<file path="src/rgbgbc_pkg.sv">
`default_nettype none

package rgbgbc_pkg;

	localparam int unsigned PIX_W = 8;
	localparam int unsigned LEVEL_W = 16;
	localparam int unsigned BRIGHT_W = 10;
	localparam int unsigned GAIN_W = 16;
	localparam int unsigned CFG_DATA_W = 16;

	// luma weights, sum 256
	localparam logic [PIX_W-1:0] LUMA_W_RED = 8'd77;
	localparam logic [PIX_W-1:0] LUMA_W_GREEN = 8'd151;
	localparam logic [PIX_W-1:0] LUMA_W_BLUE = 8'd28;

	// levels carry 8 fraction bits
	localparam logic [LEVEL_W-1:0] FULL_SCALE = 16'd65280;
	localparam logic [LEVEL_W:0] MID_LEVEL = 17'd32768;

	// brightness limits, Q1.8
	localparam logic signed [BRIGHT_W-1:0] BRIGHT_MIN = -10'sd256;
	localparam logic signed [BRIGHT_W-1:0] BRIGHT_MAX = 10'sd256;

	localparam logic [GAIN_W-1:0] GAIN_UNITY = 16'd256;

	typedef enum logic [0:0] {
		REG_BRIGHTNESS = 1'b0,
		REG_CONTRAST = 1'b1
	} cfg_reg_t;

endpackage

`default_nettype wire

</file>
<file path="src/rgbgbc_pix_if.sv">
`default_nettype none

interface rgbgbc_pix_if
	import rgbgbc_pkg::*;
();
	logic valid;
	logic ready;
	logic [PIX_W-1:0] red;
	logic [PIX_W-1:0] green;
	logic [PIX_W-1:0] blue;

	modport source (output valid, output red, output green, output blue, input ready);
	modport sink (input valid, input red, input green, input blue, output ready);
endinterface

`default_nettype wire

</file>
<file path="src/rgbgbc_gray_if.sv">
`default_nettype none

interface rgbgbc_gray_if
	import rgbgbc_pkg::*;
();
	logic valid;
	logic ready;
	logic [PIX_W-1:0] gray;

	modport source (output valid, output gray, input ready);
	modport sink (input valid, input gray, output ready);
endinterface

`default_nettype wire

</file>
<file path="src/rgb_gray_brightness_contrast_top.sv">
`default_nettype none

// RGB888 to 8-bit gray with brightness and contrast. Each pixel word on
// 'pixel' becomes one gray word on 'result': luma = (77R + 151G + 28B)/256,
// then brightness (negative scales toward black, positive blends toward
// white), then a contrast stretch about mid-gray with slope gain/256,
// clamped to 0..255. Throughput is one word per clock while 'result' is
// ready. The five stages are: luma sum, brightness multiply, brightness
// add and re-center, contrast multiply, truncate/clamp into the output
// register. Each stage has its own valid bit and loads when it is empty
// or its successor loads, so bubbles close up under backpressure and a
// stalled output still lets the earlier stages fill. Registers: index 0
// brightness_adj (signed Q1.8, saturated to -256..256 when written, reset
// 0); index 1 contrast_gain (unsigned Q8.8, 256 is unity, reset 256).
// Write registers only while the pipeline is empty; words in flight use
// the live register values.
module rgb_gray_brightness_contrast_top
	import rgbgbc_pkg::*;
(
	input  wire logic                  clk,
	input  wire logic                  arst_n,
	rgbgbc_pix_if.sink                 pixel,
	rgbgbc_gray_if.source              result,
	input  wire logic                  cfg_we,
	input  wire logic [0:0]            cfg_index,
	input  wire logic [CFG_DATA_W-1:0] cfg_data
);

	// configuration
	logic signed [BRIGHT_W-1:0] brightness_q;
	logic [GAIN_W-1:0]          contrast_q;
	logic signed [BRIGHT_W-1:0] cfg_bright;

	assign cfg_bright = $signed(cfg_data[BRIGHT_W-1:0]);

	always_ff @(posedge clk or negedge arst_n) begin
		if (!arst_n) begin
			brightness_q <= '0;
			contrast_q <= GAIN_UNITY;
		end else if (cfg_we) begin
			case (cfg_index)
				REG_BRIGHTNESS: begin
					if (cfg_bright < BRIGHT_MIN)
						brightness_q <= BRIGHT_MIN;
					else if (cfg_bright > BRIGHT_MAX)
						brightness_q <= BRIGHT_MAX;
					else
						brightness_q <= cfg_bright;
				end
				REG_CONTRAST: contrast_q <= cfg_data[GAIN_W-1:0];
				default: ;
			endcase
		end
	end

	// stage handshake: a stage loads when empty or when its successor loads
	logic v_s1, v_s2, v_s3, v_s4, v_s5;
	logic en_s1, en_s2, en_s3, en_s4, en_s5;

	assign en_s5 = !v_s5 || result.ready;
	assign en_s4 = !v_s4 || en_s5;
	assign en_s3 = !v_s3 || en_s4;
	assign en_s2 = !v_s2 || en_s3;
	assign en_s1 = !v_s1 || en_s2;
	assign pixel.ready = en_s1;

	always_ff @(posedge clk or negedge arst_n) begin
		if (!arst_n) begin
			v_s1 <= 1'b0;
			v_s2 <= 1'b0;
			v_s3 <= 1'b0;
			v_s4 <= 1'b0;
			v_s5 <= 1'b0;
		end else begin
			if (en_s1) v_s1 <= pixel.valid;
			if (en_s2) v_s2 <= v_s1;
			if (en_s3) v_s3 <= v_s2;
			if (en_s4) v_s4 <= v_s3;
			if (en_s5) v_s5 <= v_s4;
		end
	end

	// stage 1: luma, exact, at most 65280
	logic [LEVEL_W-1:0] lum_next;
	logic [LEVEL_W-1:0] lum_s1;

	assign lum_next = LEVEL_W'(LUMA_W_RED) * LEVEL_W'(pixel.red)
		+ LEVEL_W'(LUMA_W_GREEN) * LEVEL_W'(pixel.green)
		+ LEVEL_W'(LUMA_W_BLUE) * LEVEL_W'(pixel.blue);

	always_ff @(posedge clk) begin
		if (en_s1 && pixel.valid)
			lum_s1 <= lum_next;
	end

	// stage 2: brightness product
	// negative: lum * (256 + b); positive: (full - lum) * b
	logic                     neg_b;
	logic [LEVEL_W-1:0]       b_oper;
	logic [8:0]               b_k;
	logic [BRIGHT_W-1:0]      b_off;
	logic [LEVEL_W+8:0]       bprod_s2;
	logic [LEVEL_W-1:0]       lum_s2;
	logic                     neg_s2;

	assign neg_b = brightness_q[BRIGHT_W-1];
	assign b_off = brightness_q + BRIGHT_MAX;
	assign b_oper = neg_b ? lum_s1 : FULL_SCALE - lum_s1;
	assign b_k = neg_b ? b_off[8:0] : brightness_q[8:0];

	always_ff @(posedge clk) begin
		if (en_s2 && v_s1) begin
			bprod_s2 <= b_oper * b_k;
			lum_s2 <= lum_s1;
			neg_s2 <= neg_b;
		end
	end

	// stage 3: finish brightness, re-center about mid-gray
	logic [LEVEL_W-1:0]        b_shift;
	logic [LEVEL_W-1:0]        l1;
	logic signed [LEVEL_W:0]   dev_s3;

	assign b_shift = bprod_s2[LEVEL_W+7:8];
	assign l1 = neg_s2 ? b_shift : lum_s2 + b_shift;

	always_ff @(posedge clk) begin
		if (en_s3 && v_s2)
			dev_s3 <= $signed({1'b0, l1} - MID_LEVEL);
	end

	// stage 4: contrast product, Q17.16 signed
	logic signed [2*LEVEL_W+1:0] cprod_s4;
	logic signed [GAIN_W:0]      gain_sgn;

	assign gain_sgn = $signed({1'b0, contrast_q});

	always_ff @(posedge clk) begin
		if (en_s4 && v_s3)
			cprod_s4 <= (2*LEVEL_W+2)'(dev_s3) * (2*LEVEL_W+2)'(gain_sgn);
	end

	// stage 5: add mid-gray back, clamp to 0..255
	logic signed [2*LEVEL_W+1:0] t_full;
	logic [PIX_W-1:0]            gray_next;
	logic [PIX_W-1:0]            gray_s5;

	assign t_full = cprod_s4 + (2*LEVEL_W+2)'({MID_LEVEL, 8'd0});

	always_comb begin
		if (t_full[2*LEVEL_W+1])
			gray_next = '0;
		else if (|t_full[2*LEVEL_W:24])
			gray_next = '1;
		else
			gray_next = t_full[23:16];
	end

	always_ff @(posedge clk) begin
		if (en_s5 && v_s4)
			gray_s5 <= gray_next;
	end

	assign result.valid = v_s5;
	assign result.gray = gray_s5;

	// checks
	a_bright_range: assert property (@(posedge clk) disable iff (!arst_n)
		(brightness_q >= BRIGHT_MIN) && (brightness_q <= BRIGHT_MAX))
		else $error("brightness register out of range");

	a_accept_fills_s1: assert property (@(posedge clk) disable iff (!arst_n)
		(pixel.valid && pixel.ready) |=> v_s1)
		else $error("accepted word not captured in stage 1");

	a_s4_to_out: assert property (@(posedge clk) disable iff (!arst_n)
		(v_s4 && en_s5) |=> v_s5)
		else $error("word lost between stage 4 and output");

	a_zero_gain: assert property (@(posedge clk) disable iff (!arst_n)
		(en_s4 && v_s3 && contrast_q == '0) |=> (cprod_s4 == '0))
		else $error("zero gain gave nonzero contrast product");

endmodule

`default_nettype wire
</file>
<file path="src/flat_wrapper.sv">
// flat-port wrapper written by rule: the top's interface ports become plain ports
module rgb_gray_brightness_contrast_top_flat import rgbgbc_pkg::*;
  (clk, arst_n, cfg_we, cfg_index, cfg_data, pixel_valid, pixel_red, pixel_green, pixel_blue, pixel_ready, result_valid, result_gray, result_ready);
  rgbgbc_pix_if pixel_i ();
  rgbgbc_gray_if result_i ();
  input  wire logic clk;
  input  wire logic arst_n;
  input  wire logic cfg_we;
  input  wire logic [0:0] cfg_index;
  input  wire logic [CFG_DATA_W-1:0] cfg_data;
  input wire logic [$bits(pixel_i.valid)-1:0] pixel_valid;
  input wire logic [$bits(pixel_i.red)-1:0] pixel_red;
  input wire logic [$bits(pixel_i.green)-1:0] pixel_green;
  input wire logic [$bits(pixel_i.blue)-1:0] pixel_blue;
  output wire logic [$bits(pixel_i.ready)-1:0] pixel_ready;
  output wire logic [$bits(result_i.valid)-1:0] result_valid;
  output wire logic [$bits(result_i.gray)-1:0] result_gray;
  input wire logic [$bits(result_i.ready)-1:0] result_ready;
  assign pixel_i.valid = pixel_valid;
  assign pixel_i.red = pixel_red;
  assign pixel_i.green = pixel_green;
  assign pixel_i.blue = pixel_blue;
  assign pixel_ready = pixel_i.ready;
  assign result_valid = result_i.valid;
  assign result_gray = result_i.gray;
  assign result_i.ready = result_ready;
  rgb_gray_brightness_contrast_top u_core (.clk(clk), .arst_n(arst_n), .pixel(pixel_i), .result(result_i), .cfg_we(cfg_we), .cfg_index(cfg_index), .cfg_data(cfg_data));
endmodule
</file>
<file path="config.mk">
export PLATFORM = sky130hd
export DESIGN_NAME = rgb_gray_brightness_contrast_top_flat
export DESIGN_NICKNAME = d
export VERILOG_FILES = /design/src/rgbgbc_pkg.sv /design/src/rgbgbc_pix_if.sv /design/src/rgbgbc_gray_if.sv /design/src/rgb_gray_brightness_contrast_top.sv /design/src/flat_wrapper.sv
export SDC_FILE = /design/constraint.sdc
export NUM_CORES = 1
export LEC_CHECK = 0
export BUFFER_PORTS_ARGS = -buffer_cell sky130_fd_sc_hd__buf_2
export CORE_MARGIN = 2
export CORE_UTILIZATION = 45
export DETAILED_ROUTE_END_ITERATION = 10
export MAX_ROUTING_LAYER = met4
export SLEW_MARGIN = 20
export SYNTH_ARGS = -nofsm -noshare
export SYNTH_HDL_FRONTEND = slang
export SYNTH_SLANG_ARGS = --single-unit
</file>
<file path="constraint.sdc">
create_clock -name clk -period 6.2 [get_ports clk]
set_clock_uncertainty 0.15 [all_clocks]
set_input_delay 1.24 -clock clk [delete_from_list [all_inputs] [get_ports clk]]
set_output_delay 1.24 -clock clk [all_outputs]
set_load 0.01 [all_outputs]
</file>
* After elaboration in Yosys (flattened, before gate mapping)
Index checks and enable logic that the tools add are counted.
Widths: inputs -> output; s select.
** Operators by class
- Add/sub/neg operators :: 7
- Multipliers :: 5
- $lt $le $gt $ge :: 2
- Muxes and demuxes :: 6
- Bitwise logic cells :: 1
- Reduce and logical (&&, ||, !) cells :: 18
** Operators with widths (count)
- $add 34x24->34 const B :: 1
- $mul 17x17->34 :: 1
- $mux 16 :: 2
- $mul 16x9->24 :: 1
- $mux 10 :: 2
- $sub 16x16->17 const B :: 1
- $add 15x16->16 :: 1
- $add 16x13->16 :: 1
- $add 16x16->16 :: 1
- $mul 8x8->16 const A :: 1
- $sub 16x16->16 const A :: 1
- $mul 7x8->15 const A :: 1
- $mul 3x8->11 const A :: 1
- $gt 10x10->1 const B :: 1
- $lt 10x9->1 const B :: 1
- $add 9x9->9 const B :: 1
- $mux 9 :: 1
- $reduce_or 9->1 :: 1
- $mux 8 :: 1
- $logic_and 1x1->1 :: 5
- $logic_not 1->1 :: 5
- $logic_or 1x1->1 :: 5
- $reduce_and 2->1 :: 2
- $not 1->1 :: 1
** Word-level totals
- Bits in registers :: 147
- Input port bits :: 46
- Output and inout bits :: 10

* Logic depth before layout (Yosys ltp)
- Depth after elaboration :: 7
- Gate-level depth with buffers :: 24
- Depth with buffers taken out :: 23

* Worst setup path before layout
No wires, ideal clock.
- Path type :: reg-to-reg
- From :: reg u_core.dev_s3[15]
- To :: reg u_core.cprod_s4[31], data pin
- Setup time :: 256 ps
- Data arrival time :: 5580 ps
- Path slack :: 214 ps
- Stages on the path, launching flop included :: 20
- Path buffers :: 2
- Path through :: edfxtp_1 > clkbuf_1 > nand2_1 > fa_1 > fa_1 > inv_1 > fa_1 > fa_1 > fa_1 > fa_1 > ha_1 > clkbuf_1 > a21oi_1 > o21bai_1 > a21oi_1 > o21ai_0 > a21o_1 > a31oi_1 > nand2b_1 > a21oi_1
** Between the ends
- Longest elaborated chain between the ends :: 1
** RTL lines
- start: declaration :: RTL line rgb_gray_brightness_contrast_top.sv:122 : logic signed [LEVEL_W:0] dev_s3;
- start signal: assignment :: RTL line rgb_gray_brightness_contrast_top.sv:129 : dev_s3 <= $signed({1'b0, l1} - MID_LEVEL);
- $mul 17x17->34 :: RTL line rgb_gray_brightness_contrast_top.sv:140 : cprod_s4 <= (2*LEVEL_W+2)'(dev_s3) * (2*LEVEL_W+2)'(gain_sgn);
- end signal: assignment :: RTL line rgb_gray_brightness_contrast_top.sv:140
- end: declaration :: RTL line rgb_gray_brightness_contrast_top.sv:133 : logic signed [2*LEVEL_W+1:0] cprod_s4;
Every way passes these cells.
A chain may end at the register's enable or synchronous reset.

* Worst setup path after layout
- From :: reg u_core.dev_s3[5]
- To :: reg u_core.cprod_s4[26], data pin
Same word-level chain as after synthesis.

==> impl_metrics.env <==
export IMPL_synth_top_family_by_area="adder cells"
export IMPL_vias=14991
export IMPL_synthSimpleGateAreaFrac_pct=13.6
export IMPL_fillerInstances=4480
export IMPL_clk_pin_slew_worst_paths_ns=0.06
export IMPL_ys_flop_type="edfxtp_1"
export IMPL_syn_inst=2229
export IMPL_post_route_drc_count=0
export IMPL_clock_latency_ns=0.44
export IMPL_coreArea_um2=48800
export IMPL_slew_headroom_pct=32.1
export IMPL_rsz0062_at_grt="true"
export IMPL_start_kind="flop"
export IMPL_start_util_pct=45.5
export IMPL_min_period_ns=6.09
export IMPL_gp_congestion=0.891
export IMPL_synthMuxAreaShare_pct=1.16
export IMPL_placed_cells=2981
export IMPL_yosysWarnings=0
export IMPL_finalSetupViolCount=0
export IMPL_ys_seq_area_share_pct=15.8
export IMPL_synthAdderAreaFrac_pct=50.7
export IMPL_die_area_um2=51200
export IMPL_clock_sinks=122
export IMPL_first_global_vias=16592
export IMPL_critical_path_class="flop to flop"
export IMPL_die_y_um=226
export IMPL_ant_nets=0
export IMPL_synthXorXnorAreaFrac_pct=3.22
export IMPL_maxClockFrequency_ghz=0.164
export IMPL_grt_pass1_wl_mm=81.9
export IMPL_worstHoldPathCells=1
export IMPL_drt_iter0_drc=688
export IMPL_multi_input_area_um2=16800
export IMPL_netlist_area_um2=22200
export IMPL_syn_to_final_growth_pct=12.3
export IMPL_gr_total_overflow=0
export IMPL_report_final_hold_viol_count=0
export IMPL_hold_path_class="flop to flop"
export IMPL_end_kind="flop"
export IMPL_drt_total_wl_mm=48.4
export IMPL_grt_max_degree=36
export IMPL_ios=56
export IMPL_synth_edf_count=91
export IMPL_antenna_found_initial=0
export IMPL_die_x_um=226
export IMPL_final_layout_size_suffix_gt1_share_pct=13.3
export IMPL_ys_seq_elements=122
export IMPL_syn_num_nets=2920
export IMPL_synth_avg_cell_area_um2=9.98
export IMPL_cts_buffers=17
export IMPL_root_buffer="clkbuf_16"
export IMPL_worst_slew_pin_slew_ns=1.02
export IMPL_ctsHoldBuffers=0
export IMPL_port_buffers=55
export IMPL_cts_htree_levels=4
export IMPL_synthDistinctLibCells=74
export IMPL_synth_compound_area_share_pct=5.45
export IMPL_via_per_inst=4.93
export IMPL_nets=3055
export IMPL_outcome="completed"
export IMPL_cts_tree="built"
export IMPL_grt_usage_pct=20.9
export IMPL_arrival_ns=6.12
export IMPL_regArea_um2=3520
export IMPL_cts_buffer_depth=2
export IMPL_rows=81
export IMPL_final_setup_tns_ns=0
export IMPL_required_ns=6.24
export IMPL_stdcell_count=3042
export IMPL_place_hpwl_mm=40.4
export IMPL_wl_per_cell_um=15.9
export IMPL_synth_async_reset_ratio_pct=25.4
export IMPL_maxSlewViolCount=0
export IMPL_fin_crit_sh_pct=98.2
export IMPL_rr_worst_depth=18
export IMPL_critPathMaxFanout=4
export IMPL_firstDrtPassIters=7
export IMPL_reg2reg_slack_ns=0.11
export IMPL_maxCapViolations=0
-- stage by stage --
stage          utilization, %  instance area (µm²)  hold slack [ns]  setup slack (ns)
5_1_grt                  51.1                25000            0.347            -0.106
6_report                 51.1                25000            0.334             0.112
3_5_place_dp             48.7                23800            0.322           -0.0586
4_1_cts                  49.9                24400            0.335            0.0153
2_1_floorplan               -                22200            0.289             0.214
3_3_place_gp             48.7                23800            0.312            0.0724
-- cells by family (layout without fill, tap and decap cells) --
| family | Yosys count | after routing |
|---|---|---|
| AO/OA/AOI/OAI | 172 | 172 |
| XOR/XNOR | 81 | 81 |
| adder cells (fa/ha/maj) | 645 | 645 |
| buffers and inverters | 593 | 741 |
| flip-flops | 122 | 122 |
| multiplexers | 23 | 23 |
| other | 0 | 1 |
| AND/OR/NAND/NOR | 593 | 593 |
-- cell usage after synthesis, drive strengths merged, types with 4 or more instances --
cell type,instances,area (µm²)
a211oi,8,75.1
a21o,18,136
a21oi,52,283
a22o,8,70.1
a31oi,4,31.3
and2,166,1040
and3,11,68.8
clkbuf,55,206
dfrtp,30,751
edfxtp,91,2730
fa,428,8570
ha,217,2720
inv,536,2010
mux2,20,229
nand2,242,908
nand2b,25,156
nand3,20,100
nand3b,6,45.0
nand4,8,65.1
nor2,35,131
nor2b,36,225
nor3,20,105
nor3b,4,30.0
nor4,5,37.5
o21a,13,98.9
o21ai,31,159
o21bai,9,67.6
o31ai,5,37.5
or2,7,46.3
xnor2,51,454
xor2,30,263
-- worst max-delay path, cell delays in order (launching register included) --
cell,delay [ns]
edfxtp_1,0.45
and2_4,0.18
fa_1,0.55
inv_2,0.04
fa_2,0.53
fa_1,0.42
fa_1,0.50
inv_2,0.04
fa_1,0.56
fa_1,0.47
ha_4,0.32
nand3_2,0.11
a211oi_2,0.26
o31a_1,0.32
o211ai_2,0.20
a31o_2,0.26
a21boi_2,0.20
mux2i_1,0.20
nand2_1,0.07
-- state kept, by name (all words and copies together), names as in the netlist --
register / count
u_core.cprod_s4: 18
u_core.v_s3: 1
u_core.contrast_q: 16
u_core.v_s1: 1
u_core.result.valid: 1
u_core.v_s4: 1
u_core.lum_s2: 16
u_core.result.gray: 8
u_core.lum_s1: 16
u_core.brightness_q: 10
u_core.bprod_s2: 16
u_core.dev_s3: 16
u_core.neg_s2: 1
u_core.v_s2: 1
-- cells in the final DEF, fill, tap and decap left out, types with 6 or more instances in the layout --
cell       Yosys  final
and2_1       166    162
a21oi_2        3      9
fa_2           0      6
or2_2          6      6
buf_4          0    106
a21oi_1       48     42
dfrtp_1       30     22
nand2_1      242    239
clkbuf_16      0     17
nand4_1        7      7
nand3_1       20     16
o21a_1        12     12
nor2_1        35     34
fa_1         428    422
nor2b_1       36     35
xor2_1        30     28
dfrtp_2        0      8
nand2b_1      25     22
edfxtp_1      91     91
nor3_1        19     18
ha_4           0     12
mux2_2        19     19
xnor2_1       50     48
buf_6          1      9
o21bai_1       9      8
nand3b_1       6      6
o21ai_0       27     24
ha_1         217    205
a21o_1        17     17
and3_1        11     11
buf_2          1     55
a22o_1         8      8
inv_1        536    531
-- final cells by class --
class	instances	area share [%]
repair buffers	173	4.84
clock buffers	18	1.72
multi-input cells	1514	67.4
clock inverters	14	0.581
well taps	664	3.33
diodes	1	0.0100
inverters	536	8.05
flip-flops and latches	122	14.1
-- per-layer routing --
metal / part of all wire, % / up-vias / track usage, %
li1: - / 7070 / -
met1: 44 / 7621 / 26.2
met2: 50 / 239 / 35.9
met3: 2.9 / 61 / 1.96
met4: 2.5 / 0 / 6.30
met5: 0 / - / -
-- what timing repair did --
| item | CTS | global route |
|---|---|---|
| cloned | 0 | 1 |
| pin swaps | 2 | 56 |
| setup buffers | 0 | 27 |
| setup endpoints to repair | 1 | 22 |
| resized for setup | 1 | 82 |
-- path summary, 6_finish.rpt --
check                            startpoint                   end
max                        u_core.dev_s3[5]   u_core.cprod_s4[26]
min in group asynchronous            arst_n   u_core.result.valid
max in group asynchronous            arst_n  u_core.contrast_q[2]
min                             u_core.v_s1           u_core.v_s2
min reg2reg                     u_core.v_s1           u_core.v_s2
max reg2reg                u_core.dev_s3[5]   u_core.cprod_s4[26]
Power is left out: the tool's default activity adds up to more than one toggle a clock period on the data nets, which glitch-free logic cannot reach.
